--- src/rtl/osp_pkg.sv ---
// shared types and constants for the oled shadow pixel writer
// no dependencies; used by every module of the block by scoped name
package osp_pkg;

  // display geometry
  localparam int PAGES   = 8;
  localparam int COLUMNS = 128;
  localparam int PAGE_W  = $clog2(PAGES);
  localparam int COL_W   = $clog2(COLUMNS);
  localparam int ADDR_W  = $clog2(PAGES * COLUMNS);

  // controller command bytes
  localparam logic [7:0] PAGE_BASE = 8'hB0;
  localparam logic [7:0] COL_HI    = 8'h10;
  localparam logic [7:0] NIB_MASK  = 8'h0F;

  // result buffer sizing: one operation emits at most this many beats
  localparam int MAX_BEATS  = 4;
  localparam int OUT_DEPTH  = 8;
  localparam int OUT_PTR_W  = $clog2(OUT_DEPTH);
  localparam int OUT_CNT_W  = $clog2(OUT_DEPTH + 1);

  // operation codes on the input channel
  typedef enum logic [2:0] {
    CMD_SET_PAGE  = 3'd0,
    CMD_SET_COL   = 3'd1,
    CMD_WR_DATA   = 3'd2,
    CMD_SET_PIX   = 3'd3,
    CMD_CLR_PIX   = 3'd4,
    CMD_INV_PIX   = 3'd5
  } cmd_e;

  // classified operation handed from front to back
  typedef struct packed {
    cmd_e               cmd;
    logic [PAGE_W-1:0]  page;
    logic [COL_W-1:0]   col;
    logic [2:0]         bit_sel;
    logic [7:0]         data;
  } op_t;

  // one result beat
  typedef struct packed {
    logic [7:0] out_byte;
    logic       is_data;
    logic       last;
  } beat_t;

  // shadow memory address of a page and column
  function automatic logic [ADDR_W-1:0] ram_addr(input logic [PAGE_W-1:0] page,
                                                 input logic [COL_W-1:0]  col);
    ram_addr = ADDR_W'(page) * ADDR_W'(COLUMNS) + ADDR_W'(col);
  endfunction

endpackage

--- src/rtl/osp_front.sv ---
// front part: accepts input beats, classifies them and holds them in a short op queue
// depends on osp_pkg
module osp_front (
  input  logic                clk_i,
  input  logic                rst_ni,
  input  logic                push,
  output logic                full,
  input  logic [2:0]          cmd_i,
  input  logic [2:0]          page_num_i,
  input  logic [6:0]          column_i,
  input  logic [5:0]          row_i,
  input  logic [7:0]          data_byte_i,
  input  logic                back_busy_i,
  output logic                op_valid_o,
  output osp_pkg::op_t        op_o,
  input  logic                op_pop_i
);

  osp_pkg::op_t op_in;
  logic         known;
  logic         accept;
  logic         wr_en;
  osp_pkg::op_t queue_q [2];
  logic         wr_ptr_q, wr_ptr_d;
  logic         rd_ptr_q, rd_ptr_d;
  logic [1:0]   count_q, count_d;

  // classify the incoming operation
  always_comb begin
    op_in         = '0;
    op_in.cmd     = osp_pkg::CMD_SET_PAGE;
    op_in.data    = data_byte_i;
    op_in.bit_sel = row_i[2:0];
    op_in.col     = osp_pkg::COL_W'(32'(column_i) % osp_pkg::COLUMNS);
    known         = 1'b1;
    case (cmd_i)
      osp_pkg::CMD_SET_PAGE: begin
        op_in.cmd  = osp_pkg::CMD_SET_PAGE;
        op_in.page = osp_pkg::PAGE_W'(32'(page_num_i) % osp_pkg::PAGES);
      end
      osp_pkg::CMD_SET_COL: begin
        op_in.cmd = osp_pkg::CMD_SET_COL;
      end
      osp_pkg::CMD_WR_DATA: begin
        op_in.cmd = osp_pkg::CMD_WR_DATA;
      end
      osp_pkg::CMD_SET_PIX, osp_pkg::CMD_CLR_PIX, osp_pkg::CMD_INV_PIX: begin
        op_in.cmd  = osp_pkg::cmd_e'(cmd_i);
        op_in.page = osp_pkg::PAGE_W'(32'(row_i[5:3]) % osp_pkg::PAGES);
      end
      default: begin
        known = 1'b0;
      end
    endcase
  end

  // handshake; unused codes are taken and dropped
  assign full   = (count_q == 2'd2) || back_busy_i;
  assign accept = push && !full;
  assign wr_en  = accept && known;

  assign op_valid_o = (count_q != 2'd0);
  assign op_o       = queue_q[rd_ptr_q];

  // queue pointers
  always_comb begin
    wr_ptr_d = wr_en ? !wr_ptr_q : wr_ptr_q;
    rd_ptr_d = op_pop_i ? !rd_ptr_q : rd_ptr_q;
    count_d  = count_q + 2'(wr_en) - 2'(op_pop_i);
  end

  always_ff @(posedge clk_i or negedge rst_ni) begin
    if (!rst_ni) begin
      wr_ptr_q <= 1'b0;
      rd_ptr_q <= 1'b0;
      count_q  <= 2'd0;
    end else begin
      wr_ptr_q <= wr_ptr_d;
      rd_ptr_q <= rd_ptr_d;
      count_q  <= count_d;
    end
  end

  // queue storage
  always_ff @(posedge clk_i) begin
    if (wr_en) begin
      queue_q[wr_ptr_q] <= op_in;
    end
  end

endmodule

--- config.mk ---
export PLATFORM = sky130hd
export DESIGN_NAME = osp_front
export DESIGN_NICKNAME = d
export VERILOG_FILES = /design/src/rtl/osp_pkg.sv /design/src/rtl/osp_front.sv
export SDC_FILE = /design/constraint.sdc
export NUM_CORES = 1
export LEC_CHECK = 0
export BUFFER_PORTS_ARGS = -buffer_cell sky130_fd_sc_hd__buf_2
export CORE_MARGIN = 2
export CORE_UTILIZATION = 50
export CTS_BUF_LIST = sky130_fd_sc_hd__clkbuf_8
export DETAILED_ROUTE_END_ITERATION = 10
export MAX_ROUTING_LAYER = met4
export PLACE_DENSITY = 0.81
export SLEW_MARGIN = 20
export SYNTH_ARGS = -nofsm -noshare
export SYNTH_HDL_FRONTEND = slang
export SYNTH_SLANG_ARGS = --single-unit
export TNS_END_PERCENT = 100
--- constraint.sdc ---
create_clock -name clk_i -period 5.3 [get_ports clk_i]
set_clock_uncertainty 0.1 [all_clocks]
set_input_delay 1.06 -clock clk_i [delete_from_list [all_inputs] [get_ports clk_i]]
set_output_delay 1.06 -clock clk_i [all_outputs]
set_load 0.05 [all_outputs]
* After elaboration in Yosys (flattened, before gate mapping) *
Memories as Yosys holds them, arrays and structs flattened.
Cells that the tools add are included.

word-level totals
  output and inout bits = 26
  word-level logic and storage cells = 27
  memories kept = 1
  register bits after elaboration = 4
  bits in writable memories = 48
  input bits = 32

operators by class
  equal/unequal tests = 6
  reductions and logical operators = 10
  add/sub/neg operators = 2
  mux-type cells = 5

memory list
  name     words  bits a word  read ports  clocked after Yosys merged registers in  write ports  line             RTL
  queue_q  2      24           1           0                                        1            osp_front.sv:23  osp_pkg::op_t queue_q [2];

operators with widths
  operator                                       count
  case mux 3 bit (3 select lines)                1
  == test 3 x 2 -> 1 bit, second input constant  2
  == test 3 bit, second input constant           2
  case mux 3 bit (2 select lines)                1
  OR reduction 6 bit                             1
  == test 3 x 1 -> 1 bit, second input constant  1
  logical NOT 1 bit                              3
  logical NOT 3 bit                              1
  two-way mux 1 bit                              3
  OR reduction 3 bit                             1
  adder 2 x 1 -> 2 bit                           1
  == test 2 bit, second input constant           1
  logical AND 1 bit                              2
  nonzero test 2 bit                             1
  subtractor 2 x 1 -> 2 bit                      1
  logical OR 1 bit                               1

* Depth between registers and ports, before layout *
  depth after elaboration = 7
  mapped depth = 6
  gate-level depth less buffers = 6

* Worst setup path after synthesis *
No wires, ideal clock.

  kind = in2reg
  start point = in back_busy_i
  end point = mem queue_q[0][0] in the netlist's numbering, enable pin
  setup slack = 1603 ps
  data required time = 4765 ps
  library setup time = 435 ps
  buffers on the path = 0
  stages on the path = 2
  arrival = 3162 ps
  cells stage by stage = a21o_1 nor3_1

between the ends
  longest elaborated chain between the ends = 6

RTL lines
  item                                     line             RTL
  from (decl)                              osp_front.sv:13  input logic back_busy_i,
  logical OR 1 bit                         osp_front.sv:58  assign full = (count_q == 2'd2) || back_busy_i;
  logical NOT 1 bit                        osp_front.sv:59  assign accept = push && !full;
  logical AND 1 bit                        osp_front.sv:59
  logical AND 1 bit                        osp_front.sv:60  assign wr_en = accept && known;
  two-way mux 1 bit                        osp_front.sv:86  if (wr_en) begin
  two-way mux 1 bit (implied by the code)  osp_front.sv:87  queue_q[wr_ptr_q] <= op_in;
  to (decl)                                osp_front.sv:23

No other way between the ends.

==> flow_summary.yaml <==
outcome:
  status: "completed"
die:
  fp.dieH_um: 67.81
  fp.dieArea_um2: 4598
  die_w_um: 67.81
  pin_count: 58
  initial_core_util: 0.5126
  core_area_um2: 3971
  rows: 23
clocking:
  cts_tree: "yes"
  clockBufferDepth: 2
  cts.sinks: 52
  ctsResizeCount: 0
  holdBufCountCts: 0
  numCtsBuffers: 5
  cts_setup_buffers: 0
  root_buffer: "clkbuf_8"
  cts.htree.levels: 2
  clock_latency_ns: 0.29
  clk_pin_slew_ns: 0.09
place:
  io_buffers: 57
  place_area_um2: 2376
  post-place-ws_ns: 2.233
  place_hpwl_um: 2328
  place.gp.congestion: 0.7574
grt:
  gr-usage-all-layers: 0.1613
  antenna_found_initial: 0
  grt_first_pass_wirelength_um: 4981
  grt_pass1_vias: 1115
  grt_max_degree: 26
  gr-total-overflow: 0
worst_hold_path:
  worstHoldPathType: "register to register"
timing:
  worst-slew-pin-transition_ns: 1.046
  rsz0062_at_grt: "no"
  fin_ws_ns: 2.147
  maxSlewHeadroom: 0.3028
  hold_violations: 0
  min_period_ns: 3.153
  clock.fmax_mhz: 317.2
  setup_viol: 0
  timing.setup.tns_ns: 0
  fin_crit_sh: 0.5949
  slew_violations: 0
critical_path:
  worstSetupEndpointType: "output pin"
  critPathRequiredTime_ns: 4.14
  cp.arrival_ns: 1.99
  cp-start-kind: "register"
  critical_path_class: "register to output pin"
  cp_max_fo: 25
power_and_ir_drop:
  powerDensity_nw_per_um2: 518.5
  vdd_drop_max_uv: 342.7
  seqPwrFrac: 0.435
  p_int_w: 0.0007810
  p_sw_frac: 0.3947
  combPwrFrac: 0.366
  p_switching_w: 0.0005094
  p_leak_nw: 0.9604
  clkPwrFrac: 0.199
  power_w: 0.001290
synthesis:
  syn_avg_cell_area_um2: 19.03
  netlist_instances: 107
  syn_nets: 141
  ys_ff_latch: 52
  yosysSeqAreaShare: 0.7572
  yosysUniqueCellTypes: 22
  yosys_warnings: 0
  syn_area_um2: 2036
routing:
  vias: 1124
  ant_nets: 0
  drc_errors: 0
  wl_per_cell_um: 15.06
  drt-pass1-iter-count: 4
  drt-initial-drc-count: 83
  route.final.wire_length_um: 3314
  vias_per_cell: 5.109
layout:
  final_area_um2: 2489
  num_antenna_cells: 0
  fin_nets: 203
  syn2layout_area_growth_pct: 22.25
  final_util: 0.6267
  drive_above_1_share: 0.4353
run:
  cap_viol_max_count: 0
[cells in the final DEF, fill, tap and decap left out, drive strengths merged]
| cell type | n |
|---|---|
| a211oi | 1 |
| a21bo | 1 |
| a21boi | 1 |
| a21o | 1 |
| a22oi | 3 |
| and2 | 2 |
| and2b | 2 |
| buf | 58 |
| bufinv | 1 |
| clkbuf | 5 |
| clkinv | 2 |
| dfrtp | 4 |
| edfxtp | 48 |
| ha | 2 |
| inv | 2 |
| mux2 | 24 |
| nand2 | 3 |
| nor2 | 1 |
| nor3 | 1 |
| o21ai | 3 |
| or2 | 1 |
| xnor2 | 2 |
| xor2 | 2 |
[power groups by stage]
| stage | registers [W] | logic, W | clock network [W] |
|---|---|---|---|
| floorplan | 0.000529 | 0.000415 | 0 |
| global placement | 0.000567 | 0.000467 | 0 |
| detailed placement | 0.000573 | 0.000475 | 0 |
| CTS | 0.000564 | 0.000477 | 0.000264 |
| global route | 0.000571 | 0.000498 | 0.000282 |
| finish | 0.000561 | 0.000472 | 0.000257 |
[sequential cells by signal, summed over array words and instances (netlist names)]
register / count
count_q: 2
wr_ptr_q: 1
queue_q: 48
rd_ptr_q: 1
[metrics by stage]
step           std cells  hold slack, ns
3_5_place_dp         212          0.4195
2_1_floorplan        107          0.3563
6_report             220          0.4317
3_3_place_gp         212          0.3954
5_1_grt              220          0.4335
4_1_cts              220          0.4333
[critical path, stage by stage, from the launching register on]
cell     delay [ns]
dfrtp_1        1.04
mux2_2         0.44
buf_2          0.22
[final timing paths]
path                                            end  depth (start not counted)  slack, ns            startpoint
max in group asynchronous      rd_ptr_q$_DFFE_PN0P_                          1       4.53                rst_ni
min in group asynchronous      wr_ptr_q$_DFFE_PN0N_                          1       0.45                rst_ni
max reg2reg                queue_q[1][17]$_DFFE_PP_                          3       3.52  count_q[0]$_DFF_PN0_
max                                        op_o[23]                          2       2.15  rd_ptr_q$_DFFE_PN0P_
min reg2reg                    wr_ptr_q$_DFFE_PN0N_                          1       0.43  wr_ptr_q$_DFFE_PN0N_
min                            wr_ptr_q$_DFFE_PN0N_                          1       0.43  wr_ptr_q$_DFFE_PN0N_
[layer usage]
layer / GRT usage / wire [µm] / up-vias / share of wire
met4: 0.07500 / 53 / 0 / 0.016
met1: 0.1702 / 1324 / 532 / 0.40
met2: 0.2721 / 1650 / 55 / 0.50
met3: 0.05500 / 285 / 5 / 0.086
met5: - / 0 / - / 0
li1: - / - / 532 / -
[logic make-up (layout without fill, tap and decap cells)]
logic type	count (synthesis)	in the layout	synth area share
AOI/OAI and AO/OA	10	10	0.04057
xor gates and xnor gates	4	4	0.01721
adders and majority gates	2	2	0.01229
buffers and inverters	5	68	0.01352
DFF	52	52	0.7572
muxes	24	24	0.1328
and+or+nand+nor	10	10	0.02642
[synthesized netlist by cell type]
library cell | count | area share
inv_1 | 2 | 0.0037
and2b_1 | 2 | 0.0074
nand2_1 | 3 | 0.0055
a21boi_0 | 1 | 0.0037
or2_2 | 1 | 0.0031
a211oi_4 | 1 | 0.0098
buf_2 | 1 | 0.0025
ha_1 | 2 | 0.012
edfxtp_1 | 48 | 0.71
nor2_1 | 1 | 0.0018
o21ai_1 | 3 | 0.0074
and2_1 | 2 | 0.0061
buf_4 | 2 | 0.0074
mux2_2 | 5 | 0.028
mux2_1 | 19 | 0.11
xor2_1 | 2 | 0.0086
a21bo_1 | 1 | 0.0049
a22oi_1 | 3 | 0.011
a21o_1 | 1 | 0.0037
xnor2_1 | 2 | 0.0086
dfrtp_1 | 4 | 0.049
nor3_1 | 1 | 0.0025
[layout make-up]
class | instances | area (µm²)
timing repair buffer | 58 | 292.8
clock inverter | 3 | 42.54
clock buffer | 5 | 68.82
sequential | 52 | 1541
multi-input combinational | 50 | 473.0
tap | 50 | 62.56
inverter | 2 | 7.507
fill | 297 | 1483
Power figures use the tool's default switching activity.
