`src/rtl/osp_pkg.sv`:
```
// shared types and constants for the oled shadow pixel writer
// no dependencies; used by every module of the block by scoped name
package osp_pkg;

  // display geometry
  localparam int PAGES   = 8;
  localparam int COLUMNS = 128;
  localparam int PAGE_W  = $clog2(PAGES);
  localparam int COL_W   = $clog2(COLUMNS);
  localparam int ADDR_W  = $clog2(PAGES * COLUMNS);

  // controller command bytes
  localparam logic [7:0] PAGE_BASE = 8'hB0;
  localparam logic [7:0] COL_HI    = 8'h10;
  localparam logic [7:0] NIB_MASK  = 8'h0F;

  // result buffer sizing: one operation emits at most this many beats
  localparam int MAX_BEATS  = 4;
  localparam int OUT_DEPTH  = 8;
  localparam int OUT_PTR_W  = $clog2(OUT_DEPTH);
  localparam int OUT_CNT_W  = $clog2(OUT_DEPTH + 1);

  // operation codes on the input channel
  typedef enum logic [2:0] {
    CMD_SET_PAGE  = 3'd0,
    CMD_SET_COL   = 3'd1,
    CMD_WR_DATA   = 3'd2,
    CMD_SET_PIX   = 3'd3,
    CMD_CLR_PIX   = 3'd4,
    CMD_INV_PIX   = 3'd5
  } cmd_e;

  // classified operation handed from front to back
  typedef struct packed {
    cmd_e               cmd;
    logic [PAGE_W-1:0]  page;
    logic [COL_W-1:0]   col;
    logic [2:0]         bit_sel;
    logic [7:0]         data;
  } op_t;

  // one result beat
  typedef struct packed {
    logic [7:0] out_byte;
    logic       is_data;
    logic       last;
  } beat_t;

  // shadow memory address of a page and column
  function automatic logic [ADDR_W-1:0] ram_addr(input logic [PAGE_W-1:0] page,
                                                 input logic [COL_W-1:0]  col);
    ram_addr = ADDR_W'(page) * ADDR_W'(COLUMNS) + ADDR_W'(col);
  endfunction

endpackage

```
`src/rtl/osp_out_fifo.sv`:
```
// result buffer between the back part and the result channel
// depends on osp_pkg
module osp_out_fifo (
  input  logic           clk_i,
  input  logic           rst_ni,
  input  logic           wr_en_i,
  input  osp_pkg::beat_t wr_beat_i,
  output logic           room_o,
  output logic           empty,
  input  logic           pop,
  output osp_pkg::beat_t rd_beat_o
);

  osp_pkg::beat_t                buf_q [osp_pkg::OUT_DEPTH];
  logic [osp_pkg::OUT_PTR_W-1:0] wr_ptr_q;
  logic [osp_pkg::OUT_PTR_W-1:0] rd_ptr_q;
  logic [osp_pkg::OUT_CNT_W-1:0] count_q, count_d;
  logic                          rd_en;

  assign empty     = (count_q == '0);
  assign rd_en     = pop && !empty;
  assign rd_beat_o = buf_q[rd_ptr_q];
  // room for a whole operation's beats
  assign room_o    = (count_q <= osp_pkg::OUT_CNT_W'(osp_pkg::OUT_DEPTH - osp_pkg::MAX_BEATS));

  always_comb begin
    count_d = count_q + osp_pkg::OUT_CNT_W'(wr_en_i) - osp_pkg::OUT_CNT_W'(rd_en);
  end

  // pointers and fill count
  always_ff @(posedge clk_i or negedge rst_ni) begin
    if (!rst_ni) begin
      wr_ptr_q <= '0;
      rd_ptr_q <= '0;
      count_q  <= '0;
    end else begin
      if (wr_en_i) begin
        wr_ptr_q <= wr_ptr_q + 1'b1;
      end
      if (rd_en) begin
        rd_ptr_q <= rd_ptr_q + 1'b1;
      end
      count_q <= count_d;
    end
  end

  // storage
  always_ff @(posedge clk_i) begin
    if (wr_en_i) begin
      buf_q[wr_ptr_q] <= wr_beat_i;
    end
  end

endmodule

```
`config.mk`:
```
export PLATFORM = sky130hd
export DESIGN_NAME = osp_out_fifo
export DESIGN_NICKNAME = d
export VERILOG_FILES = /design/src/rtl/osp_pkg.sv /design/src/rtl/osp_out_fifo.sv
export SDC_FILE = /design/constraint.sdc
export NUM_CORES = 1
export LEC_CHECK = 0
export ABC_AREA = 1
export ABC_CLOCK_PERIOD_IN_PS = 5110
export BUFFER_PORTS_ARGS = -buffer_cell sky130_fd_sc_hd__clkbuf_2
export CORE_ASPECT_RATIO = 1.75
export CORE_MARGIN = 2
export CORE_UTILIZATION = 30
export CTS_CLUSTER_SIZE = 20
export DETAILED_ROUTE_END_ITERATION = 12
export GPL_TIMING_DRIVEN = 0
export PLACE_DENSITY = 0.53
export SLEW_MARGIN = 10
export SYNTH_ARGS = -nofsm -noshare
export SYNTH_HDL_FRONTEND = slang
export SYNTH_SLANG_ARGS = --single-unit
```
`constraint.sdc`:
```
create_clock -name clk_i -period 5.11 [get_ports clk_i]
set_input_delay 0.2555 -clock clk_i [delete_from_list [all_inputs] [get_ports clk_i]]
set_output_delay 0.2555 -clock clk_i [all_outputs]
set_load 0.01 [all_outputs]
```
Word-level counts from Yosys, hierarchy flattened
Memories as Yosys holds them, arrays and structs flattened.
Index checks and enable logic that the tools add are counted.
{"block": "word_totals", "n_memories": 1, "ff_bits": 10, "input_bits": 14, "ramBits": 80}
{"block": "op_classes", "n_reduce_logical": 3, "order_cmp": 1, "addsub": 4, "mux": 2}
{"memory": "buf_q", "depth": 8, "width": 10, "rd": 1, "rd_ports_with_merged_regs": 0, "wr": 1, "line_no": "osp_out_fifo.sv:14", "rtl": "osp_pkg::beat_t buf_q [osp_pkg::OUT_DEPTH];"}
{"operator": "3-bit by 1-bit adder with 3-bit output (second input constant)", "count": 2}
{"operator": "4-bit by 1-bit adder with 4-bit output", "count": 1}
{"operator": "4-bit by 3-bit less-or-equal comparator with 1-bit output (second input constant)", "count": 1}
{"operator": "4-bit logical NOT", "count": 1}
{"operator": "4-bit by 1-bit subtractor with 4-bit output", "count": 1}
{"operator": "1-bit 2-to-1 mux", "count": 2}
{"operator": "1-bit logical AND", "count": 1}
{"operator": "1-bit logical NOT", "count": 1}

Logic depth before layout (Yosys ltp)
Gate-level depths: netlist of run 1.
{"block": "depth", "depth_word": 4, "mapped_depth": 9, "ltp_nobuf": 9}

Worst setup path after synthesis of run 1
OpenSTA, ideal clock, no wires.
{"block": "synth_path", "path_kind": "register to register", "start": "register count_q[2] (netlist name)", "end": "register count_q[2] (netlist name)", "t_arrival_ns": 1.806, "t_required_ns": 4.987, "setup_ns": 0.123, "stages_incl_launch_ff": 10, "path_buffers": 0, "synth_period_minus_slack_ns": 1.928, "setup_slack_ns": 3.182, "path_cell_list": "dfrtp_1 inv_1 ha_1 a21boi_2 ha_1 inv_1 ha_1 inv_1 fa_1 xnor2_1"}
{"block": "synth_between", "elab_chain_cells": 4}
{"element": "start, declared", "line_no": "osp_out_fifo.sv:17", "rtl": "logic [osp_pkg::OUT_CNT_W-1:0] count_q, count_d;"}
{"element": "start signal, assigned", "line_no": "osp_out_fifo.sv:43", "rtl": "count_q <= count_d;"}
{"element": "4-bit logical NOT", "line_no": "osp_out_fifo.sv:20", "rtl": "assign empty = (count_q == '0);"}
{"element": "1-bit logical NOT", "line_no": "osp_out_fifo.sv:21", "rtl": "assign rd_en = pop && !empty;"}
{"element": "1-bit logical AND", "line_no": "osp_out_fifo.sv:21"}
{"element": "via rd_en", "line_no": "osp_out_fifo.sv:18", "rtl": "logic rd_en;"}
{"element": "4-bit by 1-bit subtractor with 4-bit output", "line_no": "osp_out_fifo.sv:27", "rtl": "count_d = count_q + osp_pkg::OUT_CNT_W'(wr_en_i) - osp_pkg::OUT_CNT_W'(rd_en);"}
{"element": "via count_d, one bit", "line_no": "osp_out_fifo.sv:17"}
The timed path passes the listed nets, and every way through them passes these cells.
A chain may end at the register's enable or synchronous reset.

Worst setup path in the final report of run 1
Same ends and word-level chain as after synthesis.

==> metrics.md, run 1 <==
| Metric | Value |
|---|---|
| Arrival time worst endpoint | `2.39 ns` |
| Die width | `92.7 um` |
| Clk sink count | `90` |
| Cell depth of the worst min-delay path | `2` |
| Final cell area excluding filler cells | `4800 um^2` |
| Antenna violations before repair | `0` |
| Critical Path Fanout Max | `7` |
| Number of pins with negative max-slew slack in the final report | `0` |
| Required time of the worst setup path | `5.35 ns` |
| CORE AREA | `13500 um^2` |
| Final clock skew | `0.00593 ns` |
| Sequential Power Share | `0.362` |
| Unrepaired setup endpoints after global routing | `false` |
| Area share of the leading cell type in the synthesized netlist | `0.582` |
| TritonCTS Buffers | `9` |
| Async set-reset flop share out of synthesis | `0.111` |
| Number of storage elements in the synthesis netlist | `90` |
| Worst path slowest cell | `fa_1` |
| Synthesized area | `4130 um^2` |
| Mapped Avg Cell Area | `9.81 um^2` |
| Number of hold violations in the final report | `0` |
| Maximum level of the CTS H-tree | `3` |
| Static power due to leakage | `2.26 nW` |
| Power per standard cell area | `551 nW/um^2` |
| Internal power | `1.69 mW` |
| Number of enable flip-flop cells after synthesis | `80` |
| Row cnt | `56` |
| DRC marker count from the first detailed-route iteration | `199` |
| Final weighted congestion of routability-driven global placement | `0.740` |
| Hold WC Path Type | `in2reg` |
| Top achievable clock speed | `465 MHz` |
| Register clock-pin slew on the reported worst setup and hold paths | `0.06 ns` |
| Summed negative setup slack over all endpoints | `0 ns` |
| WP depth | `9` |
| Sequential-to-total area share from yosys stat | `0.642` |
| Total Power | `2.65 mW` |
| Setup slack after placement | `2.93 ns` |
| Placed Area | `4470 um^2` |
| Buffer and inverter count on the worst path | `3` |
| Net count after synthesis | `444` |
| Most frequent cells after synthesis | `nand2_1, inv_1, edfxtp_1` |
| Worst Setup Path Type | `reg2reg` |
| Worst VDD drop | `0.304 mV` |
| Top cells by area in the synthesized netlist | `edfxtp_1, nand2_1, inv_1` |
| Number of primary I/O pins | `26` |
| PortBufs | `25` |
| Wire length per cell after detailed routing | `14.1 um` |
| Synthesized instance count | `421` |
| Vias in the first global route | `2734` |
| Net switching fraction of the power | `0.361` |
| Min Tclk post-route | `2.15 ns` |
| Routed Antenna Nets | `0` |
| Clock tree from TritonCTS | `built` |
| Slew of the pin with the lowest slew margin | `1.22 ns` |
| Residual overflow from global routing | `0` |
| Clock network latency to the later pin of the worst-skew pair | `0.33 ns` |
| Cell count of the worst reg-to-reg path | `9` |
| Cells along the critical path | `inv_1 > ha_1 > a21boi_2 > ha_1 > inv_1 > ha_1 > inv_1 > fa_1 > xnor2_1` |
| Final setup violation count | `0` |
| Run status | `finished clean` |
| Root buffer selected by CTS | `clkbuf_16` |
| Kind of launch point of the worst setup path | `flip-flop` |
| Mean number of vias per cell | `4.30` |
| Die footprint | `14800 um^2` |
| Cell type group with the largest total delay on the critical path | `adder cells` |
| Max-slew headroom | `0.184` |
| Number of buffers on the longest clock path | `2` |
| Clock share of power | `0.265` |
| Layout Area Growth over Synthesis | `16.3%` |
| Max-Cap Viols | `0` |
| Wire length of the first global-routing pass | `14100 um` |
| Share of cells above drive strength 1 | `0.121` |
| Yosys cell types | `20` |
| DR pass1 iterations | `4` |
| Total Nets Final | `481` |
| Sw power | `956 uW` |
| Placed wire-length estimate | `6410 um` |
| Final worst path period share | `0.420` |
| Most area-hungry cell type in the Yosys netlist | `edfxtp_1` |
| Routed Wire Length | `8960 um` |
| Main synth FF type | `edfxtp_1` |
| Crit path capture type | `flip-flop` |
| Drt drc | `0` |
| GR Util All Layers | `0.129` |
| Most common cell in the synthesized netlist | `nand2_1` |
| Count of yosys warnings during synthesis | `0` |
| Initial Utilization | `0.307` |
| Share of total power in combinational logic | `0.374` |
| Height of the chip | `159 um` |
| Worst setup slack after layout | `2.96 ns` |
| Critical Path Max Stage Delay | `0.37 ns` |
| Vias | `2741` |
| ANT cells | `0` |
| Maximum number of pins on one net before global-route repair | `16` |
worst register-to-register path: stages, from the launching register on:
cell and delay (ns):
dfrtp_1 0.35, inv_1 0.07, ha_1 0.22, a21boi_2 0.31
ha_1 0.30, inv_1 0.06, ha_1 0.15, inv_1 0.05
fa_1 0.37, xnor2_1 0.19
cells in the final DEF (no fill, tap or decap), types with 2 or more instances in the layout:
cell | synthesis | layout
xor2_1 | 3 | 3
buf_4 | 4 | 4
o21ai_0 | 4 | 4
clkbuf_16 | 0 | 9
clkinvlp_4 | 0 | 3
dfrtp_1 | 10 | 10
ha_1 | 8 | 8
bufinv_16 | 0 | 2
clkbuf_1 | 1 | 2
edfxtp_1 | 80 | 80
inv_1 | 98 | 98
clkbuf_2 | 0 | 25
nand3_1 | 41 | 41
buf_2 | 4 | 4
nor2_1 | 10 | 10
buf_6 | 5 | 5
nand2_1 | 146 | 146
path summary, 6_finish.rpt:
| kind | from | endpoint | slack, ns |
|---|---|---|---|
| worst min-delay path | wr_en_i | wr_ptr_q[1]$_DFFE_PN0P_ | 0.20 |
| worst max register to register | count_q[2]$_DFF_PN0_ | count_q[2]$_DFF_PN0_ | 2.96 |
| worst min register to register | wr_ptr_q[0]$_DFFE_PN0P_ | wr_ptr_q[0]$_DFFE_PN0P_ | 0.55 |
| max in group asynchronous | rst_ni | count_q[2]$_DFF_PN0_ | 4.57 |
| worst max-delay path | count_q[2]$_DFF_PN0_ | count_q[2]$_DFF_PN0_ | 2.96 |
| min in group asynchronous | rst_ni | wr_ptr_q[2]$_DFFE_PN0P_ | 0.32 |
routing by layer:
metal | global-route usage | part of all wire | vias up
li1 | - | - | 1369
met1 | 0.133 | 0.38 | 1313
met2 | 0.241 | 0.57 | 39
met3 | 0.0218 | 0.020 | 20
met4 | 0.0729 | 0.032 | 0
met5 | 0 | 0 | -
cell families after synthesis:
| group | after synthesis | share of synthesized area |
|---|---|---|
| AOI/OAI and AO/OA | 6 | 0.00879 |
| xor gates and xnor gates | 4 | 0.00849 |
| and+or+nand+nor | 198 | 0.193 |
| adders and majority gates | 9 | 0.0291 |
| DFF | 90 | 0.642 |
| buffers and inverters | 114 | 0.118 |
area by class of cell:
class / count / area (um^2)
Clock buffer: 10 / 229
Timing Repair Buffer: 26 / 135
Sequential cell: 90 / 2650
Buffer: 15 / 114
Fill cell: 1355 / 8650
Clock inverter: 6 / 91.3
Inverter: 99 / 374
Tap cell: 174 / 218
Multi-Input combinational cell: 217 / 988
timing repair:
action,4_1_cts,5_1_grt
buffers inserted,0,0
resized for setup,0,0
hold buffers,1,0
endpoints found under the hold margin,10,0
per-stage QoR:
stage | util | hold slack [ns] | cells
final | 0.357 | 0.202 | 637
after global routing | 0.357 | 0.219 | 637
after CTS | 0.357 | 0.188 | 637
after detailed placement | 0.332 | 0.144 | 620
after global placement | 0.332 | 0.138 | 620
after floorplan | - | -0.0401 | 421
state kept, by name, indices dropped and copies added, names as in the netlist:
signal / count
buf_q: 80
count_q: 4
rd_ptr_q: 3
wr_ptr_q: 3
power groups by stage:
stage                     clock network [mW]  registers, mW  logic [mW]
after CTS                              0.718          0.957        1.01
after global routing                   0.743          0.966        1.13
after global placement                     0          0.967       0.986
final                                  0.700          0.957       0.989
after floorplan                            0          0.960       0.679
after detailed placement                   0          0.973        1.01
(Power assumes the default switching activity.)
==> run 2, diff against run 1 <==
- ABC_CLOCK_PERIOD_IN_PS: 5110 -> 2100
- clock period: 5.11 -> 2.1 ns (I/O delays scaled with it)
==> run 2 against run 1 <==
  * Final area increased by 0.36%
  * Combinational power increased by 150%
  * Register-to-register slack got worse by 2.8 ns
  * Worst setup slack got worse by 2.8 ns
  * Power increased by 140%
==> metrics.md, run 2 (synthesized netlist as in run 1, its figures left out) <==
| Metric | Value |
|---|---|
| Run status | `finished clean` |
| Fill count | `1353 (-0.15%)` |
| Share of total power in combinational logic | `0.376 (+0.002)` |
| DR pass1 iterations | `4 (unchanged)` |
| Drt drc | `0 (unchanged)` |
| ANT cells | `0 (unchanged)` |
| Max-slew headroom | `0.193 (+0.00921)` |
| Max reg flops | `80 (unchanged)` |
| Worst path slowest cell | `dfrtp_1` |
| Unrepaired setup endpoints after global routing | `false` |
| Routed Wire Length | `8970 um (about the same)` |
| Vias in the first global route | `2737 (+0.11%)` |
| Critical Path Fanout Max | `4 (-3)` |
| Initial Utilization | `0.307 (unchanged)` |
| Number of hold violations in the final report | `0 (unchanged)` |
| Final clock skew | `0.00691 ns (+0.000979 ns)` |
| Static power due to leakage | `2.27 nW (+0.43%)` |
| Residual overflow from global routing | `0 (unchanged)` |
| Critical Path Max Stage Delay | `0.43 ns (+0.06 ns)` |
| Buffer and inverter count on the worst path | `2 (-1)` |
| Internal power | `4.12 mW (+140%)` |
| Cells along the critical path | `nor2_1 > a21boi_4 > ha_1 > inv_1 > ha_1 > inv_1 > fa_1 > xnor2_1` |
| Max-Cap Viols | `0 (unchanged)` |
| Die footprint | `14800 um^2 (unchanged)` |
| Maximum level of the CTS H-tree | `3 (unchanged)` |
| Wire length per cell after detailed routing | `14.1 um (about the same)` |
| Cell count of the worst reg-to-reg path | `8 (-1)` |
| Slew of the pin with the lowest slew margin | `1.21 ns (-0.0138 ns)` |
| Total Power | `6.46 mW (+140%)` |
| Height of the chip | `159 um (unchanged)` |
| Setup slack on the worst flop-to-flop path | `0.13 ns (-2.84 ns)` |
| Kind of launch point of the worst setup path | `flip-flop` |
| Final setup violation count | `0 (unchanged)` |
| Antenna violations before repair | `0 (unchanged)` |
| Arrival time worst endpoint | `2.18 ns (-0.21 ns)` |
| Cell type group with the largest total delay on the critical path | `adder cells` |
| GR Util All Layers | `0.129 (about the same)` |
| Top register by number of flip-flops | `buf_q` |
| Clock tree from TritonCTS | `built` |
| Biggest regs | `buf_q x80, count_q x4` |
| Root buffer selected by CTS | `clkbuf_16` |
| Worst VDD drop | `0.745 mV (+150%)` |
| Most frequent standard cell in the layout excluding fill and tap cells | `nand2_1` |
| Wire length of the first global-routing pass | `14100 um (about the same)` |
| Vias | `2735 (-0.22%)` |
| Min Tclk post-route | `1.97 ns (-0.174 ns)` |
| Layout Area Growth over Synthesis | `16.7%` |
| Clk sink count | `90 (unchanged)` |
| Top achievable clock speed | `506 MHz (+8.8%)` |
| Final weighted congestion of routability-driven global placement | `0.740 (unchanged)` |
| Die width | `92.7 um (unchanged)` |
| Final core utilization | `0.358 (+0.00130)` |
| Placed wire-length estimate | `6410 um (unchanged)` |
| Row cnt | `56 (unchanged)` |
| Sw power | `2.34 mW (+140%)` |
| Worst Setup Path Type | `reg2reg` |
| Number of buffers on the longest clock path | `2 (unchanged)` |
| Crit path capture type | `flip-flop` |
| Net switching fraction of the power | `0.362 (+0.000635)` |
| Register clock-pin slew on the reported worst setup and hold paths | `0.06 ns (about the same)` |
| Endpoint of the lowest-slack register-to-register path | `count_q[2]$_DFF_PN0_` |
| Sequential Power Share | `0.360 (-0.002)` |
| Maximum number of pins on one net before global-route repair | `16 (unchanged)` |
| Hold WC Path Type | `in2reg` |
| Cell depth of the worst min-delay path | `2 (unchanged)` |
| Number of primary I/O pins | `26 (unchanged)` |
| Min-Delay Endpoint | `wr_ptr_q[1]$_DFFE_PN0P_` |
| Power per standard cell area | `1340 nW/um^2 (+140%)` |
| Mean number of vias per cell | `4.29 (-0.38%)` |
| Number of pins with negative max-slew slack in the final report | `0 (unchanged)` |
| Routed Antenna Nets | `0 (unchanged)` |
| Required time of the worst setup path | `2.31 ns (-3.04 ns)` |
| Reg-to-reg startpoint | `count_q[1]$_DFF_PN0_` |
| Commonest cells after routing, fill and taps aside | `nand2_1, inv_1, edfxtp_1, nand3_1, clkbuf_2` |
| Clock share of power | `0.264 (about the same)` |
| Clock network latency to the later pin of the worst-skew pair | `0.33 ns (about the same)` |
| Hold_sp | `wr_en_i` |
| DRC marker count from the first detailed-route iteration | `203 (+2.0%)` |
| CORE AREA | `13500 um^2 (unchanged)` |
| TritonCTS Buffers | `9 (unchanged)` |
| PortBufs | `25 (unchanged)` |
| Share of cells above drive strength 1 | `0.125 (+0.00405)` |
| Total Nets Final | `482 (+0.21%)` |
| Final worst path period share | `0.940 (+0.520)` |
run 2: timing repair:
action	CTS	global route
pin swaps	2	1
hold buffers	1	0
endpoints found under the setup margin	12	2
gates resized for setup	2	0
hold endpoints to repair	10	0
setup buffers	0	1
run 2: worst max path at each step:
stage / to / slack (ns) / start / cells past startpoint
2_1_floorplan: count_q[2]$_DFF_PN0_ / 0.17 / count_q[2]$_DFF_PN0_ / 9
3_5_place_dp: count_q[2]$_DFF_PN0_ / -0.08 / count_q[2]$_DFF_PN0_ / 9
3_3_place_gp: count_q[2]$_DFF_PN0_ / -0.002 / count_q[2]$_DFF_PN0_ / 9
6_report: count_q[2]$_DFF_PN0_ / 0.13 / count_q[1]$_DFF_PN0_ / 8
4_1_cts: count_q[2]$_DFF_PN0_ / 0.004 / count_q[2]$_DFF_PN0_ / 9
5_1_grt: count_q[2]$_DFF_PN0_ / 0.01 / count_q[1]$_DFF_PN0_ / 8
run 2: cell type report:
class / instances / area, um^2 / share of cell area
Sequential cell: 90 / 2650 / 0.550
Multi-Input combinational cell: 217 / 998 / 0.207
Inverter: 99 / 374 / 0.0776
Clock buffer: 10 / 229 / 0.0475
Tap cell: 174 / 218 / 0.0452
Timing Repair Buffer: 27 / 143 / 0.0296
Buffer: 15 / 114 / 0.0236
Clock inverter: 6 / 91.3 / 0.0190
run 2: power groups by stage:
stage	logic [mW]	clock network, mW	registers, mW
after global routing	2.77	1.81	2.35
after floorplan	1.65	0	2.34
after detailed placement	2.45	0	2.37
after global placement	2.40	0	2.35
after CTS	2.47	1.75	2.33
final	2.43	1.70	2.33
run 2: through the flow:
stage | instance area (um^2) | setup WS (ns) | setup TNS [ns] | hold WS [ns] | instances
3_5_place_dp | 4470 | -0.0838 | -0.427 | -0.00639 | 620
2_1_floorplan | 4130 | 0.172 | 0 | -0.191 | 421
5_1_grt | 4820 | 0.0145 | 0 | 0.0681 | 638
3_3_place_gp | 4470 | -0.00227 | -0.00227 | -0.0120 | 620
6_report | 4820 | 0.125 | 0 | 0.0494 | 638
4_1_cts | 4810 | 0.00430 | 0 | 0.0373 | 637
run 2: metal layers:
metal	part of all wire	global-route usage	wire (um)
met1	0.38	0.133	3380
met3	0.024	0.0218	215
met5	0	0	0
met4	0.031	0.0722	279
met2	0.57	0.242	5090
==> run 3, diff against run 2 <==
- ABC_CLOCK_PERIOD_IN_PS: 2100 -> 1600
- PLACE_DENSITY: 0.53 -> 0.55
- clock period: 2.1 -> 1.6 ns (I/O delays scaled with it)
==> run 3 against run 2 <==
  * The flow now finishes with violations (negative setup slack)
  * Die area did not move
  * Worst hold slack improved by 0.010 ns
  * Utilization rose by 6.2 points
  * Sequential cell count did not move
  * Critical endpoint is now count_q[1]$_DFF_PN0_
  * Largest cell class unchanged
  * Largest power group unchanged
==> metrics.md, run 3 (synthesized netlist as in run 1, its figures left out) <==
| Metric | Value |
|---|---|
| Run status | `finished with violations` |
| Violations in the final reports | `negative setup slack` |
| Min Tclk post-route | `1.86 ns (-0.119 ns)` |
| Worst Setup Path Type | `reg2reg` |
| Routing usage on met2 | `0.279 (+0.0378)` |
| Wire length of the first global-routing pass | `15200 um (+7.9%)` |
| Mean number of vias per cell | `4.39 (+2.4%)` |
| Routed Antenna Nets | `0 (unchanged)` |
| Final core utilization | `0.421 (+0.0624)` |
| GRT busiest layer | `met2` |
| Biggest regs | `buf_q x80, count_q x4` |
| Net switching fraction of the power | `0.372 (+0.00999)` |
| Area of the multi-input gates | `1500 um^2 (+50%)` |
| Die footprint | `14800 um^2 (unchanged)` |
| Worst setup slack after layout | `-0.256 ns (-0.381 ns)` |
| Sequential Power Share | `0.292 (-0.068)` |
| Critical Path Fanout Max | `2 (-2)` |
| Required time of the worst setup path | `1.83 ns (-0.48 ns)` |
| ANT cells | `0 (unchanged)` |
| Worst VDD drop | `1.16 mV (+56%)` |
| Sw power | `3.92 mW (+68%)` |
| Crit path capture type | `flip-flop` |
| CORE AREA | `13500 um^2 (unchanged)` |
| Row cnt | `56 (unchanged)` |
| Setup slack after placement | `-0.461 ns (-0.377 ns)` |
| Max-slew headroom | `0.600 (+0.406)` |
| GR Util All Layers | `0.140 (+0.0104)` |
| Worst path slowest cell | `fa_2` |
| Final weighted congestion of routability-driven global placement | `0.749 (+1.2%)` |
| Critical Path Max Stage Delay | `0.52 ns (+0.09 ns)` |
| Clock share of power | `0.223 (-0.041)` |
| Residual overflow from global routing | `0 (unchanged)` |
| Number of hold violations in the final report | `0 (unchanged)` |
| Routed Wire Length | `10600 um (+18%)` |
| Die width | `92.7 um (unchanged)` |
| Maximum level of the CTS H-tree | `3 (unchanged)` |
| DRC marker count from the first detailed-route iteration | `140 (-31%)` |
| Fill count | `1282 (-5.2%)` |
| Vias in the first global route | `2969 (+8.5%)` |
| Final cell area excluding filler cells | `5660 um^2 (+17%)` |
| Most common cell on crit path | `inv_2` |
| Max-Cap Viols | `0 (unchanged)` |
| Cell count of the worst reg-to-reg path | `9 (+1)` |
| Clock network latency to the later pin of the worst-skew pair | `0.33 ns (about the same)` |
| DR pass1 iterations | `4 (unchanged)` |
| Kind of launch point of the worst setup path | `flip-flop` |
| Number of pins with negative max-slew slack in the final report | `0 (unchanged)` |
| Slew of the pin with the lowest slew margin | `0.600 ns (-0.606 ns)` |
| Root buffer selected by CTS | `clkbuf_16` |
| Final setup violation count | `12 (+12)` |
| Commonest cells after routing, fill and taps aside | `nand2_1, inv_1, edfxtp_1, nand3_2, nand2_4` |
| Total Nets Final | `499 (+3.5%)` |
| Setup slack on the worst flop-to-flop path | `-0.26 ns (-0.38 ns)` |
| Top achievable clock speed | `539 MHz (+6.4%)` |
| Arrival time worst endpoint | `2.09 ns (-0.09 ns)` |
| Final clock skew | `0.00481 ns (-0.00210 ns)` |
| Top register by number of flip-flops | `buf_q` |
| Met1 global-route usage | `0.126 (-0.00697)` |
| Final worst path period share | `1.16 (+0.220)` |
| Static power due to leakage | `2.64 nW (+16%)` |
| Endpoint of the lowest-slack register-to-register path | `count_q[1]$_DFF_PN0_` |
| Reg-to-reg startpoint | `count_q[2]$_DFF_PN0_` |
| Max reg flops | `80 (unchanged)` |
| Hold WC Path Type | `in2reg` |
| Most frequent standard cell in the layout excluding fill and tap cells | `nand2_1` |
| Number of primary I/O pins | `26 (unchanged)` |
| Clk sink count | `90 (unchanged)` |
| Share of total power in combinational logic | `0.485 (+0.109)` |
| Area used by sequential logic in the layout | `2650 um^2 (about the same)` |
| Number of buffers on the longest clock path | `2 (unchanged)` |
| PortBufs | `25 (unchanged)` |
| Internal power | `6.62 mW (+61%)` |
| Clock tree from TritonCTS | `built` |
| Met3 capacity usage during global routing | `0.0222 (+0.000473)` |
| Unrepaired setup endpoints after global routing | `true` |
| Power per standard cell area | `1860 nW/um^2 (+39%)` |
| Initial Utilization | `0.307 (unchanged)` |
| Share of cells above drive strength 1 | `0.360 (+0.235)` |
| Layout Area Growth over Synthesis | `37.1%` |
| End point of the critical path | `count_q[1]$_DFF_PN0_` |
| Vias | `2876 (+5.2%)` |
| Wire length per cell after detailed routing | `16.2 um (+15%)` |
| Height of the chip | `159 um (unchanged)` |
| Antenna violations before repair | `0 (unchanged)` |
| Placed Area | `4480 um^2 (+0.28%)` |
| Launching element of the worst setup path | `count_q[2]$_DFF_PN0_` |
| TritonCTS Buffers | `9 (unchanged)` |
| Placed wire-length estimate | `6480 um (+1.0%)` |
| Drt drc | `0 (unchanged)` |
| Maximum number of pins on one net before global-route repair | `15 (-1)` |
| Register clock-pin slew on the reported worst setup and hold paths | `0.06 ns (about the same)` |
| Cells along the critical path | `inv_2 > ha_4 > a21boi_4 > ha_4 > inv_2 > ha_4 > inv_2 > fa_2 > inv_2` |
## run 3: layer usage
layer  part of all wire  wire (um)
met1               0.32       3390
met2               0.61       6510
met3              0.023        241
met4              0.043        459
met5                  0          0
## run 3: how the worst min path moves through the flow
stage	start	endpoint	depth (start not counted)
2_1_floorplan	rst_ni	count_q[0]$_DFF_PN0_	0
3_5_place_dp	rst_ni	count_q[2]$_DFF_PN0_	1
5_1_grt	wr_beat_i[5]	buf_q[5][5]$_DFFE_PP_	1
3_3_place_gp	rst_ni	count_q[3]$_DFF_PN0_	1
4_1_cts	wr_beat_i[8]	buf_q[7][8]$_DFFE_PP_	1
6_report	wr_beat_i[8]	buf_q[5][8]$_DFFE_PP_	1
## run 3: repair_timing
item,in CTS,in global routing
endpoints found under the hold margin,10,0
setup buffers,12,5
pin swaps,21,50
gates resized for setup,86,86
hold buffers,1,0
cloned,4,3
endpoints found under the setup margin,93,33
## run 3: worst max-delay path, delay by kind of cell (launching register included)
| family | cells | cell delay [ns] |
|---|---|---|
| buffers and inverters | 4 | 0.18 |
| AO/OA/AOI/OAI | 1 | 0.18 |
| flip-flops | 1 | 0.36 |
| adder cells (fa/ha/maj) | 4 | 1.04 |
## run 3: power by group through the flow
stage | sequential [mW] | combinational (mW) | clock [mW]
2_1_floorplan | 3.07 | 2.19 | 0
3_3_place_gp | 3.09 | 3.14 | 0
3_5_place_dp | 3.11 | 3.20 | 0
4_1_cts | 3.07 | 4.51 | 2.39
5_1_grt | 3.10 | 5.52 | 2.48
6_report | 3.08 | 5.11 | 2.35
## run 3: through the flow
step | hold WS, ns | total power [mW] | cells | setup TNS (ns)
floorplan | -0.216 | 5.26 | 421 | -0.502
finish | 0.0594 | 10.5 | 655 | -1.54
detailed placement | -0.0325 | 6.31 | 620 | -22.23
global route | 0.0502 | 11.1 | 655 | -3.02
CTS | 0.0403 | 9.97 | 652 | -1.46
global placement | -0.0369 | 6.24 | 620 | -18.99
## run 3: final cells by class
type / instances / area share
clock buffers: 9 / 0.0398
repair buffers: 47 / 0.0769
multi-input cells: 217 / 0.265
plain buffers: 12 / 0.0234
clock inverters: 7 / 0.0190
inverters: 99 / 0.0683
well taps: 174 / 0.0385
flip-flops and latches: 90 / 0.469
